$ cat config.mk
export PLATFORM = sky130hd
export DESIGN_NAME = utf8_code_point_decoder_core_flat
export DESIGN_NICKNAME = d
export VERILOG_FILES = /design/src/rtl/u8dec_pkg.sv /design/src/rtl/u8dec_ifs.sv /design/src/rtl/utf8_code_point_decoder_core.sv /design/src/flat_wrapper.sv
export SDC_FILE = /design/constraint.sdc
export NUM_CORES = 1
export LEC_CHECK = 0
export ABC_CLOCK_PERIOD_IN_PS = 4400
export BUFFER_PORTS_ARGS = -buffer_cell sky130_fd_sc_hd__buf_2
export CORE_MARGIN = 4
export CORE_UTILIZATION = 35
export DETAILED_ROUTE_END_ITERATION = 12
export SYNTH_ARGS = -nofsm -noshare
export SYNTH_HDL_FRONTEND = slang
export SYNTH_SLANG_ARGS = --single-unit
$ cat constraint.sdc
create_clock -name clk -period 4.4 [get_ports clk]
set_input_delay 0.44 -clock clk [delete_from_list [all_inputs] [get_ports clk]]
set_output_delay 0.44 -clock clk [all_outputs]
set_load 0.005 [all_outputs]
$ cat src/rtl/u8dec_pkg.sv
package u8dec_pkg;

  localparam int unsigned BYTE_W = 8;
  localparam int unsigned CP_W   = 31;
  localparam int unsigned ST_W   = 2;
  localparam int unsigned CNT_W  = 16;
  localparam int unsigned LEN_W  = 3;

  // result status codes
  localparam logic [ST_W-1:0] ST_CHAR    = 2'd0;
  localparam logic [ST_W-1:0] ST_END     = 2'd1;
  localparam logic [ST_W-1:0] ST_INVALID = 2'd2;
  localparam logic [ST_W-1:0] ST_TRUNC   = 2'd3;

  typedef logic [BYTE_W-1:0] byte_t;
  typedef logic [CP_W-1:0]   cp_t;
  typedef logic [ST_W-1:0]   status_t;
  typedef logic [CNT_W-1:0]  count_t;
  typedef logic [LEN_W-1:0]  len_t;

endpackage

$ cat src/rtl/u8dec_ifs.sv
// byte input channel
interface u8dec_byte_if;
  logic             valid;
  logic             ready;
  u8dec_pkg::byte_t in_byte;

  modport source (output valid, output in_byte, input ready);
  modport sink   (input valid, input in_byte, output ready);
endinterface

// decoded result channel
interface u8dec_res_if;
  logic               valid;
  logic               ready;
  u8dec_pkg::cp_t     code_point;
  u8dec_pkg::status_t status;
  u8dec_pkg::count_t  char_count;
  logic               last;

  modport source (output valid, output code_point, output status, output char_count,
                  output last, input ready);
  modport sink   (input valid, input code_point, input status, input char_count,
                  input last, output ready);
endinterface

// configuration write channel
interface u8dec_cfg_if;
  logic valid;
  logic ready;
  logic raw_bytes;

  modport source (output valid, output raw_bytes, input ready);
  modport sink   (input valid, input raw_bytes, output ready);
endinterface

$ cat src/rtl/utf8_code_point_decoder_core.sv
// path: an accepted byte is held in the byte register, and its result (if any) goes into the output register
// throughput: one byte per cycle while the output is not stalled, set by the decode step on the byte register
// a byte is still taken while one result waits at the output (byte register acts as skid)
// reset: synchronous active-low rst_n clears the decode state, the char counter,
// raw_bytes and both valid flags; payload registers are not reset
module utf8_code_point_decoder_core #(
  parameter int unsigned COUNT_WIDTH = 16
) (
  input  logic          clk,
  input  logic          rst_n,
  u8dec_byte_if.sink    in_if,
  u8dec_res_if.source   out_if,
  u8dec_cfg_if.sink     cfg_if
);

  // counter extended to at least the output width before truncation
  localparam int unsigned EXT_W = (COUNT_WIDTH > u8dec_pkg::CNT_W) ?
                                  COUNT_WIDTH : u8dec_pkg::CNT_W;

  // configuration
  logic raw_r;

  // byte register (input stage)
  logic             in_vld_r;
  u8dec_pkg::byte_t byte_r;

  // decode state
  u8dec_pkg::len_t  bl_r, bl_nxt;       // continuation bytes still expected
  u8dec_pkg::len_t  sl_r, sl_nxt;       // sequence length
  u8dec_pkg::cp_t   acc_r, acc_nxt;     // partial code point
  logic             bad_r, bad_nxt;     // bad continuation seen
  logic             disc_r, disc_nxt;   // dropping bytes until end of string
  logic [COUNT_WIDTH-1:0] cnt_r, cnt_nxt;

  // output register
  logic               out_vld_r;
  u8dec_pkg::cp_t     out_cp_r;
  u8dec_pkg::status_t out_st_r;
  u8dec_pkg::count_t  out_cnt_r;
  logic               out_last_r;

  // decode results
  logic               adv;
  logic               emit;
  u8dec_pkg::cp_t     res_cp;
  u8dec_pkg::status_t res_st;
  logic               res_last;
  logic [COUNT_WIDTH-1:0] res_cnt;
  logic [COUNT_WIDTH-1:0] cnt_bump;
  logic [EXT_W-1:0]       res_cnt_ext;
  u8dec_pkg::cp_t     v_new;
  logic               cont_ok;
  logic               v_reject;

  // the byte register moves into decode when the output can take a result
  assign adv          = in_vld_r && (!out_vld_r || out_if.ready);
  assign in_if.ready  = !in_vld_r || adv;
  assign cfg_if.ready = 1'b1;

  assign cnt_bump = (cnt_r == {COUNT_WIDTH{1'b1}}) ? cnt_r : cnt_r + COUNT_WIDTH'(1);

  // continuation step: shift in six payload bits
  assign v_new   = {acc_r[u8dec_pkg::CP_W-7:0], byte_r[5:0]};
  assign cont_ok = (byte_r[7:6] == 2'b10);
  // three-byte results that are surrogates or the two noncharacters
  assign v_reject = (sl_r == 3'd3) && (v_new[30:16] == 15'd0) &&
                    ((v_new[15:11] == 5'b11011) || (v_new[15:1] == 15'h7fff));

  always_comb begin
    bl_nxt   = bl_r;
    sl_nxt   = sl_r;
    acc_nxt  = acc_r;
    bad_nxt  = bad_r;
    disc_nxt = disc_r;
    cnt_nxt  = cnt_r;
    emit     = 1'b0;
    res_cp   = '0;
    res_st   = u8dec_pkg::ST_CHAR;
    res_last = 1'b0;
    res_cnt  = cnt_r;
    if (adv) begin
      if (raw_r) begin
        // raw mode: drop any sequence, pass nonzero bytes through, a zero byte ends the string
        bl_nxt   = '0;
        sl_nxt   = '0;
        acc_nxt  = '0;
        bad_nxt  = 1'b0;
        disc_nxt = 1'b0;
        emit     = 1'b1;
        if (byte_r == '0) begin
          res_st   = u8dec_pkg::ST_END;
          res_last = 1'b1;
          cnt_nxt  = '0;
        end else begin
          res_cp  = u8dec_pkg::CP_W'(byte_r);
          cnt_nxt = cnt_bump;
          res_cnt = cnt_bump;
        end
      end else if (disc_r) begin
        // skip the rest of the string after an invalid result
        if (byte_r == '0) begin
          disc_nxt = 1'b0;
          cnt_nxt  = '0;
        end
      end else if (bl_r == '0) begin
        // between characters: lead byte
        priority if (byte_r == '0) begin
          emit     = 1'b1;
          res_st   = u8dec_pkg::ST_END;
          res_last = 1'b1;
          cnt_nxt  = '0;
        end else if (byte_r < 8'hc0) begin
          emit    = 1'b1;
          res_cp  = u8dec_pkg::CP_W'(byte_r);
          cnt_nxt = cnt_bump;
          res_cnt = cnt_bump;
        end else begin
          bad_nxt = 1'b0;
          priority if (byte_r < 8'he0) begin
            sl_nxt  = 3'd2;
            acc_nxt = u8dec_pkg::CP_W'(byte_r[4:0]);
          end else if (byte_r < 8'hf0) begin
            sl_nxt  = 3'd3;
            acc_nxt = u8dec_pkg::CP_W'(byte_r[3:0]);
          end else if (byte_r < 8'hf8) begin
            sl_nxt  = 3'd4;
            acc_nxt = u8dec_pkg::CP_W'(byte_r[2:0]);
          end else if (byte_r < 8'hfc) begin
            sl_nxt  = 3'd5;
            acc_nxt = u8dec_pkg::CP_W'(byte_r[1:0]);
          end else begin
            sl_nxt  = 3'd6;
            acc_nxt = u8dec_pkg::CP_W'(byte_r[0]);
          end
          bl_nxt = sl_nxt - 3'd1;
        end
      end else if (byte_r == '0) begin
        // string ended inside a sequence
        bl_nxt   = '0;
        sl_nxt   = '0;
        acc_nxt  = '0;
        bad_nxt  = 1'b0;
        emit     = 1'b1;
        res_st   = u8dec_pkg::ST_TRUNC;
        res_last = 1'b1;
        cnt_nxt  = '0;
      end else if (bl_r != 3'd1) begin
        // more continuation bytes to come
        bad_nxt = bad_r | !cont_ok;
        acc_nxt = v_new;
        bl_nxt  = bl_r - 3'd1;
      end else begin
        // final continuation byte completes the character
        bl_nxt  = '0;
        sl_nxt  = '0;
        acc_nxt = '0;
        bad_nxt = 1'b0;
        emit    = 1'b1;
        if (bad_r || !cont_ok || v_reject) begin
          disc_nxt = 1'b1;
          res_st   = u8dec_pkg::ST_INVALID;
          res_last = 1'b1;
        end else begin
          res_cp  = v_new;
          cnt_nxt = cnt_bump;
          res_cnt = cnt_bump;
        end
      end
    end
  end

  assign res_cnt_ext = EXT_W'(res_cnt);

  // control registers
  always_ff @(posedge clk) begin
    if (!rst_n) begin
      raw_r     <= 1'b0;
      in_vld_r  <= 1'b0;
      out_vld_r <= 1'b0;
      bl_r      <= '0;
      sl_r      <= '0;
      acc_r     <= '0;
      bad_r     <= 1'b0;
      disc_r    <= 1'b0;
      cnt_r     <= '0;
    end else begin
      if (cfg_if.valid) begin
        raw_r <= cfg_if.raw_bytes;
      end
      if (in_if.valid && in_if.ready) begin
        in_vld_r <= 1'b1;
      end else if (adv) begin
        in_vld_r <= 1'b0;
      end
      if (adv && emit) begin
        out_vld_r <= 1'b1;
      end else if (out_if.ready) begin
        out_vld_r <= 1'b0;
      end
      bl_r   <= bl_nxt;
      sl_r   <= sl_nxt;
      acc_r  <= acc_nxt;
      bad_r  <= bad_nxt;
      disc_r <= disc_nxt;
      cnt_r  <= cnt_nxt;
    end
  end

  // payload registers
  always_ff @(posedge clk) begin
    if (in_if.valid && in_if.ready) begin
      byte_r <= in_if.in_byte;
    end
    if (adv && emit) begin
      out_cp_r   <= res_cp;
      out_st_r   <= res_st;
      out_cnt_r  <= res_cnt_ext[u8dec_pkg::CNT_W-1:0];
      out_last_r <= res_last;
    end
  end

  assign out_if.valid      = out_vld_r;
  assign out_if.code_point = out_cp_r;
  assign out_if.status     = out_st_r;
  assign out_if.char_count = out_cnt_r;
  assign out_if.last       = out_last_r;

endmodule

$ cat src/flat_wrapper.sv
// flat-port wrapper written by rule: the top's interface ports become plain ports
module utf8_code_point_decoder_core_flat 
#(
  parameter int unsigned COUNT_WIDTH = 16
)
  (clk, rst_n, in_if_valid, in_if_in_byte, in_if_ready, out_if_valid, out_if_code_point, out_if_status, out_if_char_count, out_if_last, out_if_ready, cfg_if_valid, cfg_if_raw_bytes, cfg_if_ready);
  u8dec_byte_if in_if_i ();
  u8dec_res_if out_if_i ();
  u8dec_cfg_if cfg_if_i ();
  input  logic clk;
  input  logic rst_n;
  input wire logic [$bits(in_if_i.valid)-1:0] in_if_valid;
  input wire logic [$bits(in_if_i.in_byte)-1:0] in_if_in_byte;
  output wire logic [$bits(in_if_i.ready)-1:0] in_if_ready;
  output wire logic [$bits(out_if_i.valid)-1:0] out_if_valid;
  output wire logic [$bits(out_if_i.code_point)-1:0] out_if_code_point;
  output wire logic [$bits(out_if_i.status)-1:0] out_if_status;
  output wire logic [$bits(out_if_i.char_count)-1:0] out_if_char_count;
  output wire logic [$bits(out_if_i.last)-1:0] out_if_last;
  input wire logic [$bits(out_if_i.ready)-1:0] out_if_ready;
  input wire logic [$bits(cfg_if_i.valid)-1:0] cfg_if_valid;
  input wire logic [$bits(cfg_if_i.raw_bytes)-1:0] cfg_if_raw_bytes;
  output wire logic [$bits(cfg_if_i.ready)-1:0] cfg_if_ready;
  assign in_if_i.valid = in_if_valid;
  assign in_if_i.in_byte = in_if_in_byte;
  assign in_if_ready = in_if_i.ready;
  assign out_if_valid = out_if_i.valid;
  assign out_if_code_point = out_if_i.code_point;
  assign out_if_status = out_if_i.status;
  assign out_if_char_count = out_if_i.char_count;
  assign out_if_last = out_if_i.last;
  assign out_if_i.ready = out_if_ready;
  assign cfg_if_i.valid = cfg_if_valid;
  assign cfg_if_i.raw_bytes = cfg_if_raw_bytes;
  assign cfg_if_ready = cfg_if_i.ready;
  utf8_code_point_decoder_core #(.COUNT_WIDTH(COUNT_WIDTH)) u_core (.clk(clk), .rst_n(rst_n), .in_if(in_if_i), .out_if(out_if_i), .cfg_if(cfg_if_i));
endmodule
Yosys cells after proc, flatten, opt, wreduce, memory -nomap -nowiden --
Cells that the tools add are included. Widths: inputs -> output; s select.
Operators by class: $add $sub $neg 3, eq/ne operators 11, mux-type cells 100, order comparisons 5, bitwise gates (word level) 1, reduce and logical (&&, ||, !) cells 21
Operators by type and width (number):
- $mux 16 | 18
- $mux 25 | 9
- $mux 31 | 7
- $mux 3 | 24
- $lt 8x8->1 const B | 5
- $mux 1 | 32
- $add 16x1->16 const B | 1
- $eq 16x16->1 const B | 1
- $mux 2 | 8
- $mux 8 | 2
- $eq 15x15->1 const B | 1
- $logic_not 15->1 | 1
- $ne 3x2->1 const B | 3
- $logic_not 8->1 | 1
- $sub 3x1->3 const B | 2
- $eq 5x5->1 const B | 1
- $logic_and 1x1->1 | 5
- $logic_or 1x1->1 | 5
- $reduce_and 5->1 | 1
- $ne 4x1->1 const B | 1
- $reduce_and 4->1 | 1
- $reduce_bool 2->1 | 2
- $eq 3x2->1 const B | 1
- $logic_not 1->1 | 3
- 6 further kinds | 6
Word-level totals: input port bits 14, output and inout bits 53, logic and storage cells 155, register bits after elaboration 110

Longest topological paths before layout --
Gate-level depths: netlist of run 1.
depth in word-level cells 17, gate-level depth with buffers 10, gate-level depth less buffers 8

Worst setup path before layout of run 1 --
Ideal clock, no wire load.
kind register to register, start point register u_core.byte_r[5], end point register u_core.out_cnt_r[0] (netlist: u_core.out_if.char_count[0]) (enable), path slack 0.362 ns, buffers on the path 0, clock period less this slack 4.038 ns, cell stages (with the launch flop) 6, data arrival time 3.578 ns, required time 3.941 ns, cells stage by stage edfxtp_1 -> nor4_1 -> nand2_1 -> o21ai_0 -> a21oi_1 -> nor2_1
On the way: cells in the longest elaborated chain, start to end 8, elaborated cells between the ends (all ways) 10
Ends and longest elaborated chain:
- start: declaration | RTL line utf8_code_point_decoder_core.sv:25 | u8dec_pkg::byte_t byte_r;
- start signal: assignment | RTL line utf8_code_point_decoder_core.sv:212 | byte_r <= in_if.in_byte;
- $lt 8x8->1 | RTL line utf8_code_point_decoder_core.sv:112 | end else if (byte_r < 8'hc0) begin
- $mux 1 | RTL line utf8_code_point_decoder_core.sv:112
- $mux 1 | RTL line utf8_code_point_decoder_core.sv:107 | priority if (byte_r == '0) begin
- $mux 1 (*) | RTL line utf8_code_point_decoder_core.sv:105 | end else if (bl_r == '0) begin
- $mux 1 (*) | RTL line utf8_code_point_decoder_core.sv:99 | end else if (disc_r) begin
- $mux 1 (*) | RTL line utf8_code_point_decoder_core.sv:82 | if (raw_r) begin
- $mux 1 (*) | RTL line utf8_code_point_decoder_core.sv:81 | if (adv) begin
- $logic_and 1x1->1 (*) | RTL line utf8_code_point_decoder_core.sv:214 | if (adv && emit) begin
- end signal: assignment | RTL line utf8_code_point_decoder_core.sv:217 | out_cnt_r <= res_cnt_ext[u8dec_pkg::CNT_W-1:0];
- end: declaration | RTL line utf8_code_point_decoder_core.sv:39 | u8dec_pkg::count_t out_cnt_r;
Mark *: on every way between the ends. The rest lies on a longest branch, timed or not. A chain may end at the register's enable or synchronous reset.

Final worst setup path of run 1 --
start point register u_core.acc_r[8], end point register u_core.out_cnt_r[1] (netlist: u_core.out_if.char_count[1]) (data pin)
On the way: cells in the longest elaborated chain, start to end 11, elaborated cells between the ends (all ways) 12
Ends and longest elaborated chain:
- start: declaration | RTL line utf8_code_point_decoder_core.sv:30 | u8dec_pkg::cp_t acc_r, acc_nxt;
- start signal: assignment | RTL line utf8_code_point_decoder_core.sv:202 | acc_r <= acc_nxt;
- $eq 15x15->1 / $eq 5x5->1 (equally long branches) | RTL line utf8_code_point_decoder_core.sv:67 | ((v_new[15:11] == 5'b11011) || (v_new[15:1] == 15'h7fff));
- $logic_or 1x1->1 (*) | RTL line utf8_code_point_decoder_core.sv:67
- $logic_and 1x1->1 (*) | RTL line utf8_code_point_decoder_core.sv:66 | assign v_reject = (sl_r == 3'd3) && (v_new[30:16] == 15'd0) &&
- $logic_or 1x1->1 (*) | RTL line utf8_code_point_decoder_core.sv:159 | if (bad_r || !cont_ok || v_reject) begin
- $mux 16 (*) | RTL line utf8_code_point_decoder_core.sv:159
- $mux 16 (*)
- $mux 16 (*) | RTL line utf8_code_point_decoder_core.sv:137 | end else if (byte_r == '0) begin
- $mux 16 (*) | RTL line utf8_code_point_decoder_core.sv:105
- $mux 16 (*) | RTL line utf8_code_point_decoder_core.sv:99
- $mux 16 (*) | RTL line utf8_code_point_decoder_core.sv:82
- $mux 16 (*) | RTL line utf8_code_point_decoder_core.sv:81
- net u_core.res_cnt[1] | RTL line utf8_code_point_decoder_core.sv:48 | logic [COUNT_WIDTH-1:0] res_cnt;
Mark *: on every way through the listed nets, which the timed path passes. The rest lies on a longest branch.

==> results of run 1 <==
-- power by group --
part	internal, mW	switching, mW
Clock	0.502	0.355
Combinational	0.0553	0.112
Sequential	1.11	0.0217
Total	1.67	0.488
-- metal layers --
| layer | wire [µm] | part of all wire [%] | up-vias |
|---|---|---|---|
| li1 | - | - | 2042 |
| met1 | 6310 | 50 | 1995 |
| met2 | 5350 | 42 | 164 |
| met3 | 920 | 7.2 | 10 |
| met4 | 145 | 1.1 | 0 |
| met5 | 0 | 0 | - |
-- cells in the final DEF (no fill, tap or decap), types with 3 or more instances in the layout --
master     instances
ha_1               5
nor3_1            13
nor3b_1            3
and2_1            33
inv_1             13
buf_2             65
nor2_1            28
a31oi_1            5
o21ai_1            3
nand3_1           26
or3_1             11
o21ai_0           27
a22oi_1            6
nand2_1           75
xnor2_1           10
a21oi_1           48
edfxtp_1          58
a211oi_1           4
dfxtp_1           52
mux2i_1            4
or2_2              3
nand2b_1           4
or4_1              3
o211ai_1           5
nand4_1           10
and3_1             6
clkbuf_16          9
nor4_1             8
nor2b_1            4
o31ai_1            6
-- final cells by class --
cell class | instances | area share (%)
clock buffers | 11 | 3.87
repair buffers | 68 | 6.00
multi-input cells | 385 | 37.8
flip-flops and latches | 110 | 46.3
well taps | 184 | 3.83
inverters | 13 | 0.812
clock inverters | 5 | 1.35
-- flip-flops by register name (all words and copies together), names as in the netlist --
register / cells
u_core.cnt_r: 16
u_core.bl_r: 3
u_core.byte_r: 8
u_core.out_if.code_point: 31
u_core.in_vld_r: 1
u_core.out_if.status: 2
u_core.acc_r: 25
u_core.disc_r: 1
u_core.bad_r: 1
u_core.sl_r: 3
u_core.raw_r: 1
u_core.out_if.last: 1
u_core.out_if.valid: 1
u_core.out_if.char_count: 16
-- worst max-delay path by stage --
stage                                   from  slack [ps]  cells after the start                               endpoint
3_5_place_dp    u_core.acc_r[8]$_SDFFE_PN0P_        1280                      6  u_core.out_if.char_count[1]$_DFFE_PP_
6_report        u_core.acc_r[8]$_SDFFE_PN0P_        1240                      6  u_core.out_if.char_count[1]$_DFFE_PP_
3_3_place_gp   u_core.acc_r[20]$_SDFFE_PN0P_        1390                      6  u_core.out_if.char_count[1]$_DFFE_PP_
4_1_cts         u_core.acc_r[8]$_SDFFE_PN0P_        1240                      6  u_core.out_if.char_count[1]$_DFFE_PP_
5_1_grt         u_core.acc_r[8]$_SDFFE_PN0P_        1050                      6  u_core.out_if.char_count[1]$_DFFE_PP_
2_1_floorplan     u_core.byte_r[5]$_DFFE_PP_         360                      5  u_core.out_if.char_count[0]$_DFFE_PP_
-- critical path: stages (launching register included) --
cell     delay [ps]
dfxtp_1         380
or4bb_1         530
nor3_1          430
a41oi_4         240
a21oi_1         710
or3_1           270
mux2_1          340
-- cell usage after synthesis, types with 6 or more instances --
master	count	area (µm²)
and2_1	33	206
dfxtp_1	52	1040
o21ai_0	27	135
a21oi_1	48	240
nor2_1	29	109
a22oi_1	6	45.0
inv_1	13	48.8
or3_1	11	68.8
and3_1	6	37.5
nand3_1	26	130
xnor2_1	10	87.6
clkbuf_1	23	86.3
edfxtp_1	58	1740
nand2_1	75	282
nor4_1	8	50.1
o31ai_1	6	45.0
nand4_1	10	62.6
nor3_1	14	70.1
-- kinds of logic after synthesis --
logic type,after synthesis,synth area share (%)
flip-flops,110,53.5
other,1,0.0721
adder cells (fa/ha/maj),5,1.20
AO/OA/AOI/OAI,124,15.3
buffers and inverters,40,3.08
XOR/XNOR,12,2.02
multiplexers,6,1.28
AND/OR/NAND/NOR,237,23.5
==> reports/results.txt, run 1 <==
Async SR Flop Fraction -> 0%
num rows -> 44
DP Worst Slack -> 1280 ps
Critical Path Fanout Max -> 12
worst-margin pin slew -> 1150 ps
startpoint of the worst register-to-register path -> u_core.acc_r[8]$_SDFFE_PN0P_
Finished Core Util -> 41.3%
outcome -> finished clean
Hold-fix buffers, CTS -> 0
largest net degree at the start of global routing -> 35
drt pass-1 iters -> 5
Reg clk slew, reported paths -> 70 ps
Worst EP arrival -> 3260 ps
design area -> 6010 µm²
gpl congestion -> 0.874
Fin. Hold Viols -> 0
area grow syn2layout -> 15.6%
reg2reg path depth -> 6
worst hold margin -> 262 ps
hold crit path type -> input pin to register
initial core utilization -> 35.8%
clk buf depth -> 2
# DRC -> 0
initial antenna violation count -> 0
final wirelength -> 12.7 mm
post-CTS sizing -> 0
share of cells above drive strength 1 -> 16.7%
Max Freq -> 317 MHz
maxcap violations -> 0
later-pin clock latency in the skew report -> 350 ps
DR vias -> 4211
Hold Startpoint -> in_if_in_byte[6]
CTS Sinks -> 110
GRT Max-Usage Layer -> met1
VDD IR-drop max -> 0.188 mV
leak pwr -> 2.04 nW
Mean Syn Cell Area -> 9.72 µm²
PwrDens -> 359 nW/µm²
number of CTS-inserted buffers -> 9
Final nets -> 606
clock root buffer -> clkbuf_16
Tot Pwr -> 2.16 mW
crit path kind -> register to register
RSZ-0062 raised after global routing -> false
final setup fails -> 0
Inst Count DP -> 760
post-CTS setup buffer count -> 0
max-slew violations -> 0
post-synthesis sequential area ratio -> 53.5%
Slew headroom -> 22.9%
Die H -> 130 µm
setup slack after layout -> 1240 ps
Crit. End Element -> register
Synthesized Nets -> 554
DRT iter0 DRCs -> 398
Fin Setup TNS -> 0 ps
R2R Setup Slk -> 1240 ps
clk_skew -> 7.99 ps
post-route minimum period -> 3160 ps
Unique masters post-synth -> 59
Required @ worst endpoint -> 4500 ps
met3 Track Usage GR -> 3.36%
fill count -> 1426
Total GRT Usage -> 15.3%
routed vias/inst -> 5.43
number of synthesized register bits -> 110
GRT met1 Usage -> 22.9%
dpl hpwl -> 9.33 mm
drt wl/cell -> 16.4 µm
ant diodes -> 0
core area -> 14500 µm²
number of cells on the worst hold path -> 1
Die ar. -> 16900 µm²
die width -> 130 µm
number of synthesized flops with an enable pin -> 58
Ports -> 67
Post-Layout Cell Count -> 776
number of port buffers -> 65
antenna-violating nets left -> 0
TritonCTS clock tree -> built
final period utilization -> 71.7%
global-route wire length before repair -> 20.4 mm
worst hold path endpoint -> u_core.byte_r[6]$_DFFE_PP_
FF+latch area -> 2780 µm²
GR Util met2 -> 22.2%
top_reg_cell synth -> edfxtp_1
CP startpoint kind -> register
Post-Syn Area -> 5200 µm²
Synth Instances -> 535
Synth warnings -> 0
vias in the first global route -> 3860
grt ovf -> 0
H-tree levels -> 3
Multi-input gate area -> 2270 µm²
FF-to-FF End -> u_core.out_if.char_count[1]$_DFFE_PP_
Placed Area -> 5690 µm²
No activity file was read; power rests on OpenSTA's default activity.
==> run 2: changes to the inputs <==
--- a/config.mk
+++ b/config.mk
@@ -5,7 +5,7 @@
 export SDC_FILE = /design/constraint.sdc
 export NUM_CORES = 1
 export LEC_CHECK = 0
-export ABC_CLOCK_PERIOD_IN_PS = 4400
+export ABC_CLOCK_PERIOD_IN_PS = 2700
 export BUFFER_PORTS_ARGS = -buffer_cell sky130_fd_sc_hd__buf_2
 export CORE_MARGIN = 4
 export CORE_UTILIZATION = 35
==> constraint.sdc (replaced) <==
create_clock -name clk -period 2.7 [get_ports clk]
set_input_delay 0.27 -clock clk [delete_from_list [all_inputs] [get_ports clk]]
set_output_delay 0.27 -clock clk [all_outputs]
set_load 0.005 [all_outputs]
==> reports/results.txt, run 2 (synthesis results as in run 1) <==
outcome -> finished clean
area grow syn2layout -> 18.5%
TritonCTS clock tree -> built
post-CTS setup buffer count -> 0
drt wl/cell -> 16.3 µm
FF+latch area -> 2780 µm²
clk_skew -> 7.24 ps
CP max stage delay -> 590 ps
most frequent cells in the layout -> nand2_1, buf_2, edfxtp_1
final setup fails -> 0
RSZ-0062 raised after global routing -> false
PwrDens -> 568 nW/µm²
Total GRT Usage -> 15.5%
CTS Sinks -> 110
final period utilization -> 95.3%
leak pwr -> 2.15 nW
later-pin clock latency in the skew report -> 350 ps
slowest cell on the critical path -> or4_1
clock root buffer -> clkbuf_16
Final nets -> 626
number of CTS-inserted buffers -> 9
Multi-input gate area -> 2280 µm²
startpoint of the worst register-to-register path -> u_core.acc_r[20]$_SDFFE_PN0P_
grt ovf -> 0
Fin Setup TNS -> 0 ps
critical path launch point -> u_core.acc_r[20]$_SDFFE_PN0P_
commonest non-fill, non-tap cell in the layout -> nand2_1
gpl congestion -> 0.891
Reg clk slew, reported paths -> 80 ps
Die ar. -> 16900 µm²
Worst EP arrival -> 2680 ps
ant diodes -> 0
# DRC -> 0
core area -> 14500 µm²
Fin. Hold Viols -> 0
Required @ worst endpoint -> 2810 ps
global-route wire length before repair -> 20.8 mm
Hold Startpoint -> in_if_in_byte[2]
die width -> 130 µm
DRT iter0 DRCs -> 393
vias in the first global route -> 3907
crit path cell chain -> or4_1, nor4_4, a41oi_4, a21oi_1, or3_1, mux2_1
num rows -> 44
Critical Path Fanout Max -> 6
hold crit path type -> input pin to register
Max Freq -> 389 MHz
CP startpoint kind -> register
antenna-violating nets left -> 0
fill count -> 1428
H-tree levels -> 3
initial core utilization -> 35.8%
drt pass-1 iters -> 7
maxcap violations -> 0
Crit. End Element -> register
Ports -> 67
clk buf depth -> 2
share of cells above drive strength 1 -> 20.1%
dpl hpwl -> 9.40 mm
routed vias/inst -> 5.41
VDD IR-drop max -> 0.324 mV
worst-margin pin slew -> 881 ps
Die H -> 130 µm
DR vias -> 4309
crit path kind -> register to register
max FFs per register -> 31
largest net degree at the start of global routing -> 31
final wirelength -> 13.0 mm
max-slew violations -> 0
Slew headroom -> 41.2%
initial antenna violation count -> 0
number of port buffers -> 65
Finished Core Util -> 42.4%
post-route minimum period -> 2570 ps
[run 2: cell type report]
type,count,area share (%)
Sequential cell,110,45.2
Clock inverter,7,1.34
Tap cell,184,3.74
Timing Repair Buffer,88,8.29
Multi-Input combinational cell,385,37.0
Clock buffer,9,3.66
Inverter,13,0.792
[run 2: report_power, final]
part           internal, mW  switching [mW]  leakage, nW
Sequential             1.81          0.0324        0.962
Clock                 0.731           0.625        0.149
Combinational         0.107           0.191         1.04
Total                  2.65           0.848         2.15
[run 2: timing repair]
item | in CTS | in global routing
hold buffers | 0 | 0
hold endpoints to repair | 0 | 0
endpoints found under the setup margin | 0 | 26
gates resized for setup | 0 | 2
[run 2: critical path: cells and delay by family, from the launching register on]
kind | cells | cell delay [ps]
AND/OR/NAND/NOR | 3 | 1210
AO/OA/AOI/OAI | 2 | 470
flip-flops | 1 | 320
multiplexers | 1 | 330
[run 2: path summary, 6_finish.rpt]
| check | to | slack, ps | cells after the start |
|---|---|---|---|
| hold reg to reg | u_core.acc_r[22]$_SDFFE_PN0P_ | 470 | 2 |
| setup reg to reg | u_core.out_if.char_count[1]$_DFFE_PP_ | 130 | 6 |
| hold / removal | u_core.byte_r[2]$_DFFE_PP_ | 90 | 1 |
| setup / recovery | u_core.out_if.char_count[1]$_DFFE_PP_ | 130 | 6 |
[run 2: per-stage QoR]
step / power, mW / setup slack, ps / hold WS [ps] / std cells / instance area [µm²]
floorplan: 2.05 / 56.4 / 369 / 535 / 5210
global placement: 2.18 / 208 / 446 / 780 / 5840
detailed placement: 2.18 / 148 / 449 / 780 / 5840
CTS: 3.52 / 120 / 84.2 / 796 / 6150
global route: 3.63 / 9.32 / 78.8 / 796 / 6160
finish: 3.50 / 126 / 91.0 / 796 / 6160
[run 2: per-layer routing]
metal | track usage [%] | vias up | wire [µm]
met5 | 0 | - | 0
met4 | 3.85 | 0 | 122
met3 | 3.85 | 10 | 901
met2 | 22.4 | 168 | 5600
met1 | 23.4 | 2034 | 6370
li1 | - | 2097 | -
==> run 3: changes to the inputs <==
--- a/config.mk
+++ b/config.mk
@@ -6,8 +6,8 @@
 export NUM_CORES = 1
 export LEC_CHECK = 0
 export ABC_CLOCK_PERIOD_IN_PS = 2700
-export BUFFER_PORTS_ARGS = -buffer_cell sky130_fd_sc_hd__buf_2
-export CORE_MARGIN = 4
+export BUFFER_PORTS_ARGS = -buffer_cell sky130_fd_sc_hd__clkbuf_2
+export CORE_MARGIN = 1.5
 export CORE_UTILIZATION = 35
 export DETAILED_ROUTE_END_ITERATION = 12
 export SYNTH_ARGS = -nofsm -noshare
==> reports/results.txt, run 3 (synthesis results as in run 1) <==
outcome -> finished clean
Placed Area -> 5820 µm²
DR vias -> 4311
CTS Sinks -> 110
Total GRT Usage -> 16.6%
final wirelength -> 12.6 mm
die width -> 125 µm
DRT iter0 DRCs -> 363
Internal -> 2.67 mW
Max Freq -> 395 MHz
commonest non-fill, non-tap cell in the layout -> nand2_1
number of CTS-inserted buffers -> 9
vias in the first global route -> 3968
drt pass-1 iters -> 8
Gate power share -> 8.3%
Slew headroom -> 41.5%
ant diodes -> 0
drt wl/cell -> 15.8 µm
max-slew violations -> 0
Worst EP arrival -> 2650 ps
CP max stage delay -> 560 ps
clock root buffer -> clkbuf_16
largest net degree at the start of global routing -> 46
H-tree levels -> 3
area grow syn2layout -> 18.2%
clk buf depth -> 2
num rows -> 44
post-route minimum period -> 2530 ps
global-route wire length before repair -> 20.8 mm
sequential power share -> 52.4%
Psw -> 855 µW
core area -> 14500 µm²
max FFs per register -> 31
most frequent cells in the layout -> nand2_1, clkbuf_2, edfxtp_1
clk_skew -> 7.72 ps
Reg clk slew, reported paths -> 70 ps
worst-margin pin slew -> 876 ps
final period utilization -> 93.9%
final setup fails -> 0
initial antenna violation count -> 0
VDD IR-drop max -> 0.334 mV
gpl congestion -> 0.915
# DRC -> 0
DP Worst Slack -> 175 ps
maxcap violations -> 0
Final nets -> 624
CP bufs+invs -> 0
grt ovf -> 0
Required @ worst endpoint -> 2810 ps
design area -> 6150 µm²
leak pwr -> 2.15 nW
CP startpoint kind -> register
Ports -> 67
initial core utilization -> 35.8%
Switching Fraction -> 24.2%
Fin. Hold Viols -> 0
Hold-fix buffers, CTS -> 0
delay-heaviest family, CP -> simple AND/OR/NAND/NOR gates
PwrDens -> 574 nW/µm²
Fin Setup TNS -> 0 ps
routed vias/inst -> 5.43
antenna-violating nets left -> 0
hold crit path type -> input pin to register
slowest cell on the critical path -> or4_4
Critical Path Fanout Max -> 6
later-pin clock latency in the skew report -> 360 ps
TritonCTS clock tree -> built
crit path cell chain -> or4_4, nor4_4, a41oi_4, a21oi_1, or3_1, mux2_1
dpl hpwl -> 9.10 mm
crit path kind -> register to register
Crit. End Element -> register
Clock power frac -> 39.3%
share of cells above drive strength 1 -> 19.7%
Die ar. -> 15600 µm²
RSZ-0062 raised after global routing -> false
setup slack after layout -> 166 ps
Die H -> 125 µm
number of port buffers -> 65
## run 3: cell types whose count changed in the layout (fill, tap and decap cells not counted), moves of 2 or more
cell | previous run | this run
buf_2 | 65 | 0
clkbuf_2 | 0 | 65
inv_8 | 0 | 2
buf_4 | 22 | 20
clkbuf_16 | 9 | 11
## run 3: repair_timing
action | CTS | global route
resized for setup | 0 | 1
buffers inserted | 0 | 0
endpoints found under the setup margin | 0 | 2
## run 3: power groups by stage
stage,sequential (mW),clock [mW],combinational [mW]
4_1_cts,1.85,1.42,0.292
5_1_grt,1.85,1.49,0.323
6_report,1.85,1.39,0.292
3_5_place_dp,1.89,0,0.290
3_3_place_gp,1.88,0,0.288
2_1_floorplan,1.88,0,0.169
## run 3: final cells by class
class | instances | area [µm²]
Timing Repair Buffer | 86 | 495
Clock inverter | 5 | 43.8
Tap cell | 184 | 230
Clock buffer | 11 | 275
Sequential cell | 110 | 2780
Inverter | 13 | 48.8
Multi-Input combinational cell | 385 | 2270
Fill cell | 1414 | 8390
## run 3: metrics by stage
step	total power, mW	util (%)	std cells	hold slack (ps)
floorplan	2.05	-	535	369
global placement	2.17	40.1	778	446
detailed placement	2.17	40.1	778	454
CTS	3.56	42.3	794	74.5
global route	3.67	42.3	794	71.5
finish	3.52	42.3	794	84.6
## run 3: worst paths after layout
check	start	cells past startpoint	slack (ps)	to
worst max-delay path	u_core.acc_r[16]$_SDFFE_PN0P_	6	170	u_core.out_if.char_count[1]$_DFFE_PP_
worst min-delay path	in_if_in_byte[7]	1	80	u_core.byte_r[7]$_DFFE_PP_
worst max register to register	u_core.acc_r[16]$_SDFFE_PN0P_	6	170	u_core.out_if.char_count[1]$_DFFE_PP_
worst min register to register	u_core.acc_r[23]$_SDFFE_PN0P_	2	470	u_core.acc_r[23]$_SDFFE_PN0P_
## run 3: routing by layer
layer  vias to the layer above  GRT usage [%]  wire [µm]
met1                      2019           24.6       6110
met2                       184           23.0       5150
met3                        22           3.78       1040
met4                         0           7.22        282
li1                       2086              -          -
met5                         -              0          0
